[src/rtl/core/c2sa_pkg.sv]
`timescale 1ns / 1ps
// ----------------------------------------------------------------------------
// Cartesian to spherical angles: shared package
// Widths, angle constants, the arctangent step table and the cell payload
// types used by the CORDIC cell chains.
// ----------------------------------------------------------------------------
package c2sa_pkg;

   // Coordinate and pipeline sizing
   localparam int COORD_WIDTH   = 16;
   localparam int CORDIC_STAGES = 16;
   localparam int NUM_CELLS     = (CORDIC_STAGES > 32) ? 32 : CORDIC_STAGES;
   localparam int SHIFT_W       = 5;

   // Coordinates carry 16 fraction bits plus headroom for two CORDIC gains
   localparam int GUARD_SHIFT   = 16;
   localparam int DATA_W        = COORD_WIDTH + GUARD_SHIFT + 4;

   // Internal angles in 1/32768 degree; outputs in 1/128 degree
   localparam int ANG_W         = 26;
   localparam int RND_SHIFT     = 8;
   localparam int RND_W         = ANG_W - RND_SHIFT;
   localparam int AZ_W          = 16;
   localparam int ZE_W          = 15;

   localparam logic signed [ANG_W-1:0] ANG_HALF   = 26'sd5898240;
   localparam logic signed [ANG_W-1:0] ROUND_BIAS = 26'sd128;
   localparam logic signed [RND_W-1:0] OUT_HALF   = 18'sd23040;
   localparam logic signed [RND_W-1:0] OUT_FULL   = 18'sd46080;

   typedef struct packed {
      logic signed [DATA_W-1:0] x;
      logic signed [DATA_W-1:0] y;
   } vec_type;

   // Payload handed from cell to cell
   typedef struct packed {
      vec_type                  va;    // vector whose angle is accumulated
      vec_type                  vb;    // length-only vector (|z| scaling)
      logic signed [ANG_W-1:0]  ang;   // accumulated angle of va
      logic signed [AZ_W-1:0]   azim;  // finished azimuth, carried along
      logic                     zero;  // all-zero input
      logic                     axis;  // x = y = 0
      logic                     zneg;  // z < 0
   } cell_data_type;

   // atan(2^-i) in 1/32768 degree, rounded to nearest
   function automatic logic signed [ANG_W-1:0] atan_step(input logic [SHIFT_W-1:0] idx);
      logic signed [ANG_W-1:0] v;
      case (idx)
         5'd0:    v = 26'sd1474560;
         5'd1:    v = 26'sd870484;
         5'd2:    v = 26'sd459940;
         5'd3:    v = 26'sd233473;
         5'd4:    v = 26'sd117189;
         5'd5:    v = 26'sd58652;
         5'd6:    v = 26'sd29333;
         5'd7:    v = 26'sd14667;
         5'd8:    v = 26'sd7334;
         5'd9:    v = 26'sd3667;
         5'd10:   v = 26'sd1833;
         5'd11:   v = 26'sd917;
         5'd12:   v = 26'sd458;
         5'd13:   v = 26'sd229;
         5'd14:   v = 26'sd115;
         5'd15:   v = 26'sd57;
         5'd16:   v = 26'sd29;
         5'd17:   v = 26'sd14;
         5'd18:   v = 26'sd7;
         5'd19:   v = 26'sd4;
         5'd20:   v = 26'sd2;
         5'd21:   v = 26'sd1;
         default: v = '0;
      endcase
      return v;
   endfunction

   // Round internal angle to 1/128 degree: floor((a + 128) / 256)
   function automatic logic signed [RND_W-1:0] round_ang(input logic signed [ANG_W-1:0] a);
      logic signed [ANG_W-1:0] t;
      t = a + ROUND_BIAS;
      return $signed(t[ANG_W-1:RND_SHIFT]);
   endfunction

endpackage

[src/rtl/core/c2sa_cell.sv]
`timescale 1ns / 1ps
// ----------------------------------------------------------------------------
// CORDIC vectoring cell
// One registered micro-rotation on two vectors at a fixed shift, with its
// own valid bit and a ready that lets bubbles close up in the chain.
// ----------------------------------------------------------------------------
module c2sa_cell (
   input  logic                                   clock,
   input  logic                                   reset,
   input  logic [c2sa_pkg::SHIFT_W-1:0]           shift,
   input  logic signed [c2sa_pkg::ANG_W-1:0]      step,
   input  logic                                   in_valid,
   output logic                                   in_ready,
   input  c2sa_pkg::cell_data_type                in_data,
   output logic                                   out_valid,
   input  logic                                   out_ready,
   output c2sa_pkg::cell_data_type                out_data
);
   import c2sa_pkg::*;

   logic                     valid_ff;
   cell_data_type            data_ff;
   cell_data_type            data_in;
   logic signed [DATA_W-1:0] ax, ay, bx, by;
   logic signed [DATA_W-1:0] ax_sh, ay_sh, bx_sh, by_sh;

   assign in_ready  = !valid_ff || out_ready;
   assign out_valid = valid_ff;
   assign out_data  = data_ff;

   // micro-rotation: drive y toward zero
   always_comb begin
      ax    = in_data.va.x;
      ay    = in_data.va.y;
      bx    = in_data.vb.x;
      by    = in_data.vb.y;
      ax_sh = ax >>> shift;
      ay_sh = ay >>> shift;
      bx_sh = bx >>> shift;
      by_sh = by >>> shift;
      data_in = in_data;
      if (!ay[DATA_W-1]) begin
         data_in.va.x = ax + ay_sh;
         data_in.va.y = ay - ax_sh;
         data_in.ang  = in_data.ang + step;
      end else begin
         data_in.va.x = ax - ay_sh;
         data_in.va.y = ay + ax_sh;
         data_in.ang  = in_data.ang - step;
      end
      if (!by[DATA_W-1]) begin
         data_in.vb.x = bx + by_sh;
         data_in.vb.y = by - bx_sh;
      end else begin
         data_in.vb.x = bx - by_sh;
         data_in.vb.y = by + bx_sh;
      end
   end

   always_ff @(posedge clock) begin
      if (reset) begin
         valid_ff <= 1'b0;
      end else if (in_ready) begin
         valid_ff <= in_valid;
      end
      if (in_valid && in_ready) begin
         data_ff <= data_in;
      end
   end

endmodule

[config.mk]
export PLATFORM = sky130hd
export DESIGN_NAME = c2sa_cell
export DESIGN_NICKNAME = d
export VERILOG_FILES = /design/src/rtl/core/c2sa_pkg.sv /design/src/rtl/core/c2sa_cell.sv
export SDC_FILE = /design/constraint.sdc
export NUM_CORES = 1
export LEC_CHECK = 0
export ABC_CLOCK_PERIOD_IN_PS = 10000
export BUFFER_PORTS_ARGS = -buffer_cell sky130_fd_sc_hd__buf_2
export CORE_UTILIZATION = 41
export CTS_BUF_LIST = sky130_fd_sc_hd__clkbuf_8
export DETAILED_ROUTE_END_ITERATION = 6
export GPL_TIMING_DRIVEN = 0
export HOLD_SLACK_MARGIN = 0.15
export MAX_ROUTING_LAYER = met4
export PLACE_DENSITY = 0.6
export SETUP_SLACK_MARGIN = 0.05
export SLEW_MARGIN = 30
export SYNTH_ARGS = -nofsm -noshare
export SYNTH_HDL_FRONTEND = slang
export SYNTH_SLANG_ARGS = --single-unit
[constraint.sdc]
create_clock -name clock -period 10 [get_ports clock]
set_input_delay 2 -clock clock [delete_from_list [all_inputs] [get_ports clock]]
set_output_delay 2 -clock clock [all_outputs]
set_load 0.05 [all_outputs]
==> metrics <==
met2 Use GR=between 60% and 70%; routed len/inst=32.9 um; Die Ht=between 200 and 300 um; post-route setup TNS=0 ns; io pins=between 400 and 500; Buffers on Ports=411; maximum clock frequency=0.101 GHz; count of different cell masters after synthesis=slightly below 100; width of the die=264 um; gate count of the mapped netlist=3,021; worst endpoint required time=approximately 10 ns; number of nets in the final layout=about 3,900; Final setup viols=0; Setup crit end kind=flop; Tot GR Track Use=around two fifths; fin crit period=about 10 ns; Pint=~2400 uW; largest net degree at the start of global routing=50; layout cell share with drive strength beyond 1=25.6%; kind of path behind the tightest hold check=flop to flop; global route total overflow=0; relative slew slack=a little over a fifth; outcome=completed; number of buffers added by the clock tree synthesis step=17; clock slew at the register clock pins of the worst setup and hold paths=approximately 0.13 ns; largest voltage drop on the vdd net=102 uV; Layout area overhead=14.0%; number of filler instances in the final layout=approximately 6,600; leading register cell type out of synthesis=edfxtp_1; Worst Path Arrival=approximately 10 ns; 1st-pass router iterations=7; fraction of power consumed by the clock network=roughly an eighth; number of hold violations in the final report=0; switching portion of total power=between 50 and 60%; power share of the combinational group=63.9%; met1 global-route usage=about half; worst-skew pair later-pin latency=0.61 ns; leading cell type in the layout, fill and taps excluded=buf_2; detailed-route DRC error count=0; Total Routed Length=around 140,000 um; share of synthesized registers carrying an async set or reset=0%; sequential fraction of design power=about a quarter; Sw Pwr=around 2500 uW; area of the core=between 60,000 and 70,000 sq um; number of buffers inserted to repair setup after CTS=0; max-slew violation count=0; post-route fraction of the period consumed by the critical path=99.2%; Detailed Route Iter0 Violations=3,266; largest fanout on the critical path=19; wire length of the first global-routing pass=roughly 200,000 um; antenna violations before repair=8; residual antenna-violating net count after detailed routing=0; Final Cell Area=between 30,000 and 40,000 sq um; P per Cell Area=152 nW/um^2; P_leak=between 0.01 and 0.015 uW; Clock Tree Buf Depth=2; transition at the pin with the smallest max-transition slack=around 1.2 ns; synthesis warning total=0; met3 layer usage reported by global route=under 10%; total nets after synthesis=3,422; number of vias per cell after detailed routing=around 6.6; Power, Total=between 4000 and 5000 uW; sinks on the clock net=190; buffer cell driving the clock tree root=clkbuf_8; portion of the post-synthesis area used by sequential elements=between 20% and 30%; via count of the first global-routing pass=roughly 28,000; netlist area before placement=~28,000 sq um; flip-flop and latch count after synthesis=190; TritonCTS clock tree=yes; max-capacitance violation count=0; area of the die=around 69,000 sq um; HPWL after DPL=114,000 um; unrepaired setup endpoints after global routing=no; global placer's final weighted congestion=approximately 1.1; Hold WS=approximately 0.54 ns; setup skew after layout=0.0202 ns; commonest cells after routing, fill and taps aside=buf_2, nor2_1, nand2_1, a21oi_1, xnor2_1; Row Count=95; startpoint kind of the worst setup timing path=primary input; number of vias after detailed routing=28,800; maximum level of the CTS H-tree=4; final core utilization=47.5%; layer with the highest usage after global routing=met2; number of enable-type register cells in the synthesized netlist=189; Worst Setup Path Type=primary input to flop; effective utilization at floorplan=41.6%; average footprint of a synthesized cell=9.29 sq um; dpl cell area=31,400 sq um
[per-stage QoR]
step,cells,worst slack [ns]
finish,4350,0.0760
global route,4349,0.0184
CTS,4342,0.00979
detailed placement,4313,-1.39
global placement,4305,-2.86
floorplan,3021,2.08
[registers in the layout, summed over array words and instances, names as in the netlist]
register,count
out_data,189
out_valid,1
[critical path, stage by stage]
cell and delay (ns):
buf_2 0.11, clkbuf_1 0.51, buf_2 0.44, buf_2 0.37, buf_2 0.54, clkbuf_1 0.72, buf_2 0.68, nor2_1 0.30
nor4_1 0.98, inv_1 0.13, nor3_2 0.57, a21oi_1 0.15, or4_1 0.48, a31oi_1 0.32, ha_1 0.17, clkbuf_1 0.27
nand4_1 0.20, nor3_1 0.35, o211ai_1 0.20, o211ai_1 0.23, nand3_1 0.16, nand3_1 0.12, a31oi_1 0.11, xnor2_1 0.14
[cells in the mapped netlist (55+ instances only)]
library cell	count	area (sq um)
clkbuf_1	65	244
xor2_1	72	631
a21oi_1	221	1110
a21o_1	73	548
mux2i_1	130	1300
xnor2_1	205	1800
nand3_1	62	310
inv_1	81	304
ha_1	172	2150
nor2_1	249	935
mux2_2	55	619
nand2_1	227	852
mux4_2	200	4500
o21ai_0	143	716
edfxtp_1	189	5680
nor3_1	75	375
[timing repair]
item / CTS / global route
setup endpoints to repair: 26 / 21
pin swaps: 0 / 1
hold buffers: 0 / 0
hold endpoints to repair: 0 / 0
resized for setup: 10 / 34
cloned: 0 / 0
[cell families after synthesis]
family / Yosys count / share of synthesized area [%]
muxes: 393 / 23.2
AOI/OAI and AO/OA: 838 / 19.5
adders and majority gates: 177 / 8.03
buffers and inverters: 248 / 4.49
DFF: 190 / 20.3
and+or+nand+nor: 898 / 15.8
xor gates and xnor gates: 277 / 8.65
[power groups by stage]
stage | clock [uW] | combinational (uW) | sequential [uW]
2_1_floorplan | 0 | 1580 | 1780
3_3_place_gp | 0 | 3030 | 1190
3_5_place_dp | 0 | 3040 | 1190
4_1_cts | 616 | 3050 | 1170
5_1_grt | 632 | 3280 | 1180
6_report | 594 | 3110 | 1170
[area by class of cell]
type	count	area, sq um	share of cell area [%]
tap	873	1090	3.41
clock buffer	17	234	0.731
antenna	8	20.0	0.0626
timing repair buffer	420	2180	6.80
inverter	81	308	0.962
sequential	190	5700	17.8
clock inverter	15	200	0.626
multi-input combinational	2583	21300	66.5
buffer	163	986	3.08
[metal layers]
metal / part of all wire, % / vias to the layer above
met2: 45 / 1764
li1: - / 12600
met3: 8.9 / 450
met4: 8.1 / 0
met1: 38 / 14000
met5: 0 / -
[path summary, 6_finish.rpt]
kind / start / end / slack [ns] / cells past startpoint
worst max-delay path: shift[4] / out_data[116] / 0.08 / 24
worst min-delay path: out_valid / out_valid / 0.54 / 2
worst max register to register: out_valid / out_data[75] / 7.93 / 4
worst min register to register: out_valid / out_valid / 0.54 / 2
Power figures use the tool's default switching activity.
