### config.mk
export PLATFORM = sky130hd
export DESIGN_NAME = c2sa_join
export DESIGN_NICKNAME = d
export VERILOG_FILES = /design/src/rtl/core/c2sa_pkg.sv /design/src/rtl/core/c2sa_join.sv
export SDC_FILE = /design/constraint.sdc
export NUM_CORES = 1
export LEC_CHECK = 0
export CAP_MARGIN = 20
export CELL_PAD_IN_SITES_DETAIL_PLACEMENT = 0
export CELL_PAD_IN_SITES_GLOBAL_PLACEMENT = 2
export CORE_AREA = 4 4 148 150
export CTS_CLUSTER_SIZE = 20
export DETAILED_ROUTE_END_ITERATION = 8
export DIE_AREA = 0 0 152 154
export DONT_BUFFER_PORTS = 1
export GPL_TIMING_DRIVEN = 0
export PLACE_DENSITY = 0.78
export SYNTH_ARGS = -nofsm -noshare
export SYNTH_HDL_FRONTEND = slang
export SYNTH_SLANG_ARGS = --single-unit
export TNS_END_PERCENT = 100
### constraint.sdc
create_clock -name clock -period 10.55 [get_ports clock]
set_input_delay 2.11 -clock clock [delete_from_list [all_inputs] [get_ports clock]]
set_output_delay 2.11 -clock clock [all_outputs]
set_load 0.02 [all_outputs]
### src/rtl/core/c2sa_pkg.sv
`timescale 1ns / 1ps
// ----------------------------------------------------------------------------
// Cartesian to spherical angles: shared package
// Widths, angle constants, the arctangent step table and the cell payload
// types used by the CORDIC cell chains.
// ----------------------------------------------------------------------------
package c2sa_pkg;

   // Coordinate and pipeline sizing
   localparam int COORD_WIDTH   = 16;
   localparam int CORDIC_STAGES = 16;
   localparam int NUM_CELLS     = (CORDIC_STAGES > 32) ? 32 : CORDIC_STAGES;
   localparam int SHIFT_W       = 5;

   // Coordinates carry 16 fraction bits plus headroom for two CORDIC gains
   localparam int GUARD_SHIFT   = 16;
   localparam int DATA_W        = COORD_WIDTH + GUARD_SHIFT + 4;

   // Internal angles in 1/32768 degree; outputs in 1/128 degree
   localparam int ANG_W         = 26;
   localparam int RND_SHIFT     = 8;
   localparam int RND_W         = ANG_W - RND_SHIFT;
   localparam int AZ_W          = 16;
   localparam int ZE_W          = 15;

   localparam logic signed [ANG_W-1:0] ANG_HALF   = 26'sd5898240;
   localparam logic signed [ANG_W-1:0] ROUND_BIAS = 26'sd128;
   localparam logic signed [RND_W-1:0] OUT_HALF   = 18'sd23040;
   localparam logic signed [RND_W-1:0] OUT_FULL   = 18'sd46080;

   typedef struct packed {
      logic signed [DATA_W-1:0] x;
      logic signed [DATA_W-1:0] y;
   } vec_type;

   // Payload handed from cell to cell
   typedef struct packed {
      vec_type                  va;    // vector whose angle is accumulated
      vec_type                  vb;    // length-only vector (|z| scaling)
      logic signed [ANG_W-1:0]  ang;   // accumulated angle of va
      logic signed [AZ_W-1:0]   azim;  // finished azimuth, carried along
      logic                     zero;  // all-zero input
      logic                     axis;  // x = y = 0
      logic                     zneg;  // z < 0
   } cell_data_type;

   // atan(2^-i) in 1/32768 degree, rounded to nearest
   function automatic logic signed [ANG_W-1:0] atan_step(input logic [SHIFT_W-1:0] idx);
      logic signed [ANG_W-1:0] v;
      case (idx)
         5'd0:    v = 26'sd1474560;
         5'd1:    v = 26'sd870484;
         5'd2:    v = 26'sd459940;
         5'd3:    v = 26'sd233473;
         5'd4:    v = 26'sd117189;
         5'd5:    v = 26'sd58652;
         5'd6:    v = 26'sd29333;
         5'd7:    v = 26'sd14667;
         5'd8:    v = 26'sd7334;
         5'd9:    v = 26'sd3667;
         5'd10:   v = 26'sd1833;
         5'd11:   v = 26'sd917;
         5'd12:   v = 26'sd458;
         5'd13:   v = 26'sd229;
         5'd14:   v = 26'sd115;
         5'd15:   v = 26'sd57;
         5'd16:   v = 26'sd29;
         5'd17:   v = 26'sd14;
         5'd18:   v = 26'sd7;
         5'd19:   v = 26'sd4;
         5'd20:   v = 26'sd2;
         5'd21:   v = 26'sd1;
         default: v = '0;
      endcase
      return v;
   endfunction

   // Round internal angle to 1/128 degree: floor((a + 128) / 256)
   function automatic logic signed [RND_W-1:0] round_ang(input logic signed [ANG_W-1:0] a);
      logic signed [ANG_W-1:0] t;
      t = a + ROUND_BIAS;
      return $signed(t[ANG_W-1:RND_SHIFT]);
   endfunction

endpackage

### src/rtl/core/c2sa_join.sv
`timescale 1ns / 1ps
// ----------------------------------------------------------------------------
// Cartesian to spherical angles: join stage
// Finishes the azimuth and sets up the zenith pass on (gain*z, r), folding
// a negative z into the right half plane.
// ----------------------------------------------------------------------------
module c2sa_join (
   input  logic                       clock,
   input  logic                       reset,
   input  logic                       in_valid,
   output logic                       in_ready,
   input  c2sa_pkg::cell_data_type    in_data,
   output logic                       out_valid,
   input  logic                       out_ready,
   output c2sa_pkg::cell_data_type    out_data
);
   import c2sa_pkg::*;

   logic                     valid_ff;
   cell_data_type            data_ff;
   cell_data_type            data_in;
   logic signed [RND_W-1:0]  az;
   logic signed [DATA_W-1:0] zk, r;

   assign in_ready  = !valid_ff || out_ready;
   assign out_valid = valid_ff;
   assign out_data  = data_ff;

   always_comb begin
      // azimuth: round, force 0 on the z axis, wrap into (-180, 180]
      az = round_ang(in_data.ang);
      if (in_data.axis) begin
         az = '0;
      end
      if (az <= -OUT_HALF) begin
         az = az + OUT_FULL;
      end else if (az > OUT_HALF) begin
         az = az - OUT_FULL;
      end

      // zenith pass inputs
      zk = in_data.zneg ? -in_data.vb.x : in_data.vb.x;
      r  = in_data.va.x;

      data_in      = '0;
      data_in.azim = az[AZ_W-1:0];
      data_in.zero = in_data.zero;
      data_in.axis = in_data.axis;
      if (zk[DATA_W-1]) begin
         data_in.va.x = -zk;
         data_in.va.y = -r;
         data_in.ang  = r[DATA_W-1] ? -ANG_HALF : ANG_HALF;
      end else begin
         data_in.va.x = zk;
         data_in.va.y = r;
      end
   end

   always_ff @(posedge clock) begin
      if (reset) begin
         valid_ff <= 1'b0;
      end else if (in_ready) begin
         valid_ff <= in_valid;
      end
      if (in_valid && in_ready) begin
         data_ff <= data_in;
      end
   end

endmodule

==> results.yml, run 1 <==
status:
  status: "completed"
yosys:
  syn_inst: 787
  synthArstFlopShare: 0
  synth-edff-count: 93
  yosys.area.top_type_share: 0.3738
  ys_warn_count: 0
  yosysTopAreaCell: "edfxtp_1"
  synth_area_leaders: "edfxtp_1, buf_4, xnor2_1"
  synth_flop_cell: "edfxtp_1"
  syn_area_mm2: 0.007471
  ys_seq_elements: 94
  syn_avg_cell_area_um2: 9.493
  synth_cell_types: 72
  synth_seq_area_share: 0.3765
clocking:
  cts_setup_buffers: 0
  hold_buffers: 0
  clockBufferDepth: 2
  cts_tree: "built"
  cts_sinks: 94
  cts_buffers: 9
  clockRootBuffer: "clkbuf_16"
  cts_resized: 0
  insertion_delay_ns: 0.35
  htreeDepth: 3
  clk_pin_slew_ns: 0.07
floorplan:
  pin_count: 384
  die_w_um: 152
  placementRows: 53
  fp.dieH_um: 154
  start_util: 0.3611
  die_area_mm2: 0.02341
  core_mm2: 0.02069
sta:
  clock_skew_ns: 0.01043
  fmax_mhz: 176.1
  tightest_slew_ns: 0.9482
  setup_viol: 0
  period_share: 0.5381
  rsz0062_at_grt: "false"
  tns_ns: 0
  hold_violations: 0
  slew_headroom: 0.3630
  maxSlewViolCount: 0
  min_period_ns: 5.677
drt:
  drcViolationCount: 0
  wl_per_cell_um: 18.51
  first_pass_iters: 4
  antenna_left: 0
  via_per_inst: 4.985
  dr_total_vias: 5823
  drtIter0Drc: 384
  routed_wl_mm: 21.61
worst_setup_path:
  critPathArrivalTime_ns: 5.77
  critPathKind: "primary input to flip-flop"
  required_ns: 10.64
  r2r_cells: 3
  setup.worst_path.start: "in_data[84]"
  cpMostUsedCell: "clkbuf_1"
  crit_slowest_cell: "clkbuf_1"
  max_stage_delay_ns: 0.66
  crit_path_end_kind: "flip-flop"
  regToRegStartpoint: "out_valid"
  worstPathMaxFanout: 10
  rrSetupSlack_ns: 8.62
  path_cells: "clkbuf_1 -> nor4_2 -> nand2_1 -> or3_1 -> clkbuf_1 -> o31ai_1 -> xor2_1 -> inv_2 -> clkbuf_1 -> o41ai_1 -> xnor2_1"
  cp-start-kind: "primary input"
min_path:
  hp-class: "flip-flop to flip-flop"
  hold_start: "out_valid"
  hold_depth: 2
place:
  dp.cells: 1152
  port_buffers: 0
  gp_congestion: 0.7976
  dp.final_hpwl_mm: 16.90
global_route:
  grt_pass1_wl_mm: 33.45
  grt_overflow: 0
  grt_max_degree: 49
  grt_pass1_vias: 5771
  track_usage: 0.1793
  antenna_found_initial: 0
cells_and_area:
  finalNonFillerCells: 1168
  n_antenna_cell: 0
  multi_input_area_mm2: 0.004008
  drive_above_1_share: 0.1702
  areaGrowthSynthToFinish_pct: 13.31
  seq_area_mm2: 0.002813
  fillers: 2109
  nets: 1088
pwr:
  powerDensity_mw_per_mm2: 129.0
  p_leak_nw: 3.154
  p_total_mw: 1.092
  ir_drop_v: 0.00006202
job:
  maxCapViolations: 0
stage by stage:
| step | utilization | setup slack, ns | hold WS, ns | area [um^2] |
|---|---|---|---|---|
| after floorplan | - | 5.499 | 0.7290 | 7805 |
| after global placement | 0.3939 | 4.502 | 0.7566 | 8149 |
| after detailed placement | 0.3953 | 4.498 | 0.7747 | 8179 |
| after CTS | 0.4092 | 4.861 | 0.7855 | 8466 |
| after global routing | 0.4092 | 4.637 | 0.8381 | 8466 |
| final | 0.4092 | 4.873 | 0.7817 | 8466 |
area by class of cell:
type / instances / area share
Clock buffer: 9 / 0.02660
Multi-Input combinational cell: 623 / 0.4734
Sequential cell: 94 / 0.3322
Inverter: 21 / 0.009311
Buffer: 138 / 0.1073
Timing Repair Buffer: 1 / 0.003252
Clock inverter: 7 / 0.007242
Tap cell: 275 / 0.04064
placed cells by master (no fill, tap or decap), types with 10 or more instances in the layout:
cell,count
or4_1,17
conb_1,90
buf_4,96
clkbuf_1,31
nand2b_1,10
mux2i_1,10
or3_1,11
o21ai_0,34
inv_1,19
xor2_1,40
o41ai_1,12
nand3_1,16
a21oi_1,28
nand4_1,18
nor4_1,13
xnor2_1,74
nand2_1,37
o31ai_1,20
nor2_1,44
edfxtp_1,93
nor3_1,23
cell usage after synthesis (all sizes together) (4+ instances only):
master and number:
a211oi 8, o211ai 5, o41ai 15, nand2b 10, xnor2 74, o31ai 21, nand3 16, a21oi 32
or4 19, and2 7, nor3 24, nor2b 7, inv 20, or2 10, clkbuf 31, a31oi 9
or3 11, ha 7, buf 107, nor2 44, o31a 4, edfxtp 93, nand4 18, xor2 41
and4 5, o21ai 39, nor4 15, nand2 37, mux2i 10
routing by layer:
layer,vias up,part of all wire,track usage
li1,2917,-,-
met1,2654,0.43,0.2297
met2,228,0.48,0.2985
met3,24,0.069,0.04503
met4,0,0.019,0.05693
met5,-,0,0
power breakdown:
part	total, mW	switching [mW]	internal (mW)
clock network	0.319	0.154	0.165
registers	0.536	0.0675	0.469
logic	0.237	0.142	0.0951
total	1.09	0.363	0.729
critical path, delay by kind of cell:
family | cells | cell delay (ns)
compound gates | 2 | 0.67
xor+xnor | 2 | 0.39
buf+inv | 4 | 1.30
simple gates | 3 | 1.28
sequential cells by signal (all words and copies together) (netlist names):
signal,count
out_data,93
out_valid,1
path summary, 6_finish.rpt:
kind | end
setup / recovery | out_data[145]
hold / removal | out_valid
setup reg to reg | out_data[155]
hold reg to reg | out_valid
cells by family (layout without fill, tap and decap cells):
| logic type | after synthesis | count (layout) | synth area share |
|---|---|---|---|
| AO/OA/AOI/OAI | 162 | 162 | 0.1496 |
| buffers and inverters | 159 | 176 | 0.1321 |
| XOR/XNOR | 115 | 115 | 0.1358 |
| other | 1 | 90 | 0.0005019 |
| flip-flops | 94 | 94 | 0.3765 |
| multiplexers | 12 | 12 | 0.01641 |
| adder cells (fa/ha/maj) | 7 | 7 | 0.01172 |
| AND/OR/NAND/NOR | 237 | 237 | 0.1774 |
(Power assumes the default switching activity.)
==> run 2, diff against run 1 <==
--- a/config.mk
+++ b/config.mk
@@ -5,16 +5,17 @@
 export SDC_FILE = /design/constraint.sdc
 export NUM_CORES = 1
 export LEC_CHECK = 0
+export ABC_AREA = 1
 export CAP_MARGIN = 20
 export CELL_PAD_IN_SITES_DETAIL_PLACEMENT = 0
 export CELL_PAD_IN_SITES_GLOBAL_PLACEMENT = 2
-export CORE_AREA = 4 4 148 150
+export CORE_MARGIN = 4
+export CORE_UTILIZATION = 34
 export CTS_CLUSTER_SIZE = 20
 export DETAILED_ROUTE_END_ITERATION = 8
-export DIE_AREA = 0 0 152 154
 export DONT_BUFFER_PORTS = 1
 export GPL_TIMING_DRIVEN = 0
-export PLACE_DENSITY = 0.78
+export PLACE_DENSITY = 0.79
 export SYNTH_ARGS = -nofsm -noshare
 export SYNTH_HDL_FRONTEND = slang
 export SYNTH_SLANG_ARGS = --single-unit
==> constraint.sdc (replaced) <==
create_clock -name clock -period 5.3 [get_ports clock]
set_input_delay 1.06 -clock clock [delete_from_list [all_inputs] [get_ports clock]]
set_output_delay 1.06 -clock clock [all_outputs]
set_load 0.02 [all_outputs]
==> run 2 against run 1 <==
  * Register-to-register slack worse by 5.1 ns
  * Power up 91%
  * Sequential share of layout area down 2.3 points
  * Wire length up 7.7%
  * Clock power up 82%
  * Utilization down 1.2 points
  * Synthesized cell count up 42%
  * Clock skew down 0.0015 ns
  * Final area up 7.5%
  * Die area up 12%
  * Area after synthesis up 7.6%
  * Critical path type unchanged
  * Largest cell class unchanged
==> results.yml, run 2 <==
pwr:
  swShare: 0.3305
  p_leak_nw: 4.355
  ir_drop_v: 0.0001505
  powerDensity_mw_per_mm2: 229.5
  seq_power_share: 0.493
  p_switching_mw: 0.6906
  intPower_mw: 1.399
  combPwrFrac: 0.229
  p_clk_frac: 0.278
  p_total_mw: 2.089
yosys:
  syn_inst: 1115
  yosysMostFrequentCell: "nand2_1"
  ys_seq_elements: 94
  yosys.area.top_type_share: 0.3475
  synth_area_leaders: "edfxtp_1, nand2_1, buf_4"
  synth_common_cells: "nand2_1, nor2_1, inv_1"
  ys_warn_count: 0
  synth_seq_area_share: 0.3500
  synth-edff-count: 93
  synth_flop_cell: "edfxtp_1"
  syn_area_mm2: 0.008036
  synthArstFlopShare: 0
  yosysTopAreaCell: "edfxtp_1"
  syn_avg_cell_area_um2: 7.208
  synth_cell_types: 41
clocking:
  cts_sinks: 94
  cts_buffers: 9
  cts_resized: 0
  hold_buffers: 0
  cts_setup_buffers: 0
  cts_tree: "built"
  insertion_delay_ns: 0.34
  htreeDepth: 3
  clockRootBuffer: "clkbuf_16"
  clockBufferDepth: 2
  clk_pin_slew_ns: 0.06
place:
  place_ws_ns: 1.805
  port_buffers: 0
  placed_area_mm2: 0.008841
  dp.final_hpwl_mm: 19.93
  gp_congestion: 0.8320
  dp.cells: 1520
sta:
  fmax_mhz: 318.3
  clock_skew_ns: 0.008906
  hold_ws_ns: 0.7841
  maxSlewViolCount: 0
  setup_viol: 0
  period_share: 0.5928
  rsz0062_at_grt: "false"
  tightest_slew_ns: 0.6191
  slew_headroom: 0.5863
  min_period_ns: 3.142
  fin_ws_ns: 2.158
  tns_ns: 0
  hold_violations: 0
drt:
  first_pass_iters: 4
  via_per_inst: 4.391
  routed_wl_mm: 23.28
  antenna_left: 0
  dr_total_vias: 6736
  wl_per_cell_um: 15.18
  drcViolationCount: 0
  drtIter0Drc: 376
floorplan:
  die_area_mm2: 0.02616
  pin_count: 384
  fp.dieH_um: 161.7
  placementRows: 55
  die_w_um: 161.7
  start_util: 0.3507
  core_mm2: 0.02292
cells_and_area:
  n_antenna_cell: 0
  nets: 1418
  seq_area_mm2: 0.002813
  largest_reg_flops: 93
  final_common_cell: "nand2_1"
  utilization: 0.3973
  areaGrowthSynthToFinish_pct: 13.28
  stdcell_area_mm2: 0.009104
  multi_input_area_mm2: 0.004200
  final_cell_mix: "nand2_1, nor2_1, inv_1"
  drive_above_1_share: 0.1581
  fillers: 2448
  finalNonFillerCells: 1534
global_route:
  track_usage: 0.1734
  grt_overflow: 0
  grt_max_degree: 32
  antenna_found_initial: 0
  grt_pass1_vias: 6457
  grt_pass1_wl_mm: 35.94
status:
  status: "completed"
worst_setup_path:
  crit_path_end_kind: "flip-flop"
  required_ns: 5.39
  critPathKind: "primary input to flip-flop"
  r2r_cells: 3
  crit-reg2reg-capture: "out_data[183]"
  cp-start-kind: "primary input"
  regToRegStartpoint: "out_valid"
  critPathArrivalTime_ns: 3.23
  worstPathMaxFanout: 10
  rrSetupSlack_ns: 3.56
job:
  maxCapViolations: 0
min_path:
  hp-class: "primary input to flip-flop"
  hold_start: "reset"
  hold_depth: 1
  hold_end: "out_valid"
-- run 2: final cells by class --
class / count / area share
Clock inverter: 5 / 0.004123
Inverter: 139 / 0.05786
Clock buffer: 9 / 0.02474
Tap cell: 313 / 0.04302
Multi-Input combinational cell: 859 / 0.4614
Sequential cell: 94 / 0.3090
Timing Repair Buffer: 3 / 0.007422
Buffer: 112 / 0.09250
-- run 2: cells by family (layout without fill, tap and decap cells) --
| group | Yosys count | in the layout | synth area share |
|---|---|---|---|
| and+or+nand+nor | 638 | 638 | 0.3486 |
| buffers and inverters | 251 | 268 | 0.1703 |
| DFF | 94 | 94 | 0.3500 |
| xor gates and xnor gates | 68 | 68 | 0.07644 |
| AOI/OAI and AO/OA | 56 | 56 | 0.04328 |
| adders and majority gates | 7 | 7 | 0.01090 |
| other | 1 | 90 | 0.0004666 |
-- run 2: routing by layer --
metal / GRT usage / up-vias / share of wire
met1: 0.2286 / 2918 / 0.45
met3: 0.04415 / 17 / 0.076
met5: 0 / - / 0
li1: - / 3569 / -
met2: 0.2849 / 232 / 0.46
met4: 0.04614 / 0 / 0.015
-- run 2: worst max-delay path by stage --
stage	endpoint	from	slack, ns
finish	out_data[16]	in_data[1]	2.16
floorplan	out_data[10]	out_ready	1.04
CTS	out_data[16]	in_data[1]	2.17
detailed placement	out_data[16]	in_data[1]	1.80
global route	out_data[16]	in_data[32]	1.84
global placement	out_data[179]	out_ready	-0.07
-- run 2: power groups by stage --
stage | sequential [mW] | clock (mW) | combinational, mW
floorplan | 1.03 | 0 | 0.390
detailed placement | 1.05 | 0 | 0.479
CTS | 1.03 | 0.603 | 0.480
global placement | 1.05 | 0 | 0.469
global route | 1.03 | 0.646 | 0.539
finish | 1.03 | 0.581 | 0.479
-- run 2: worst max-delay path, stage by stage --
cell and delay [ns]:
clkinv_1 0.15, clkbuf_1 0.46, nand3_2 0.29, inv_1 0.18, ha_1 0.19, nand2_1 0.06
nand3_1 0.07, nand3_1 0.09, nand2_1 0.09, nand2_1 0.07, nand2_1 0.19, inv_1 0.14
nand2_1 0.09, nand2_1 0.07
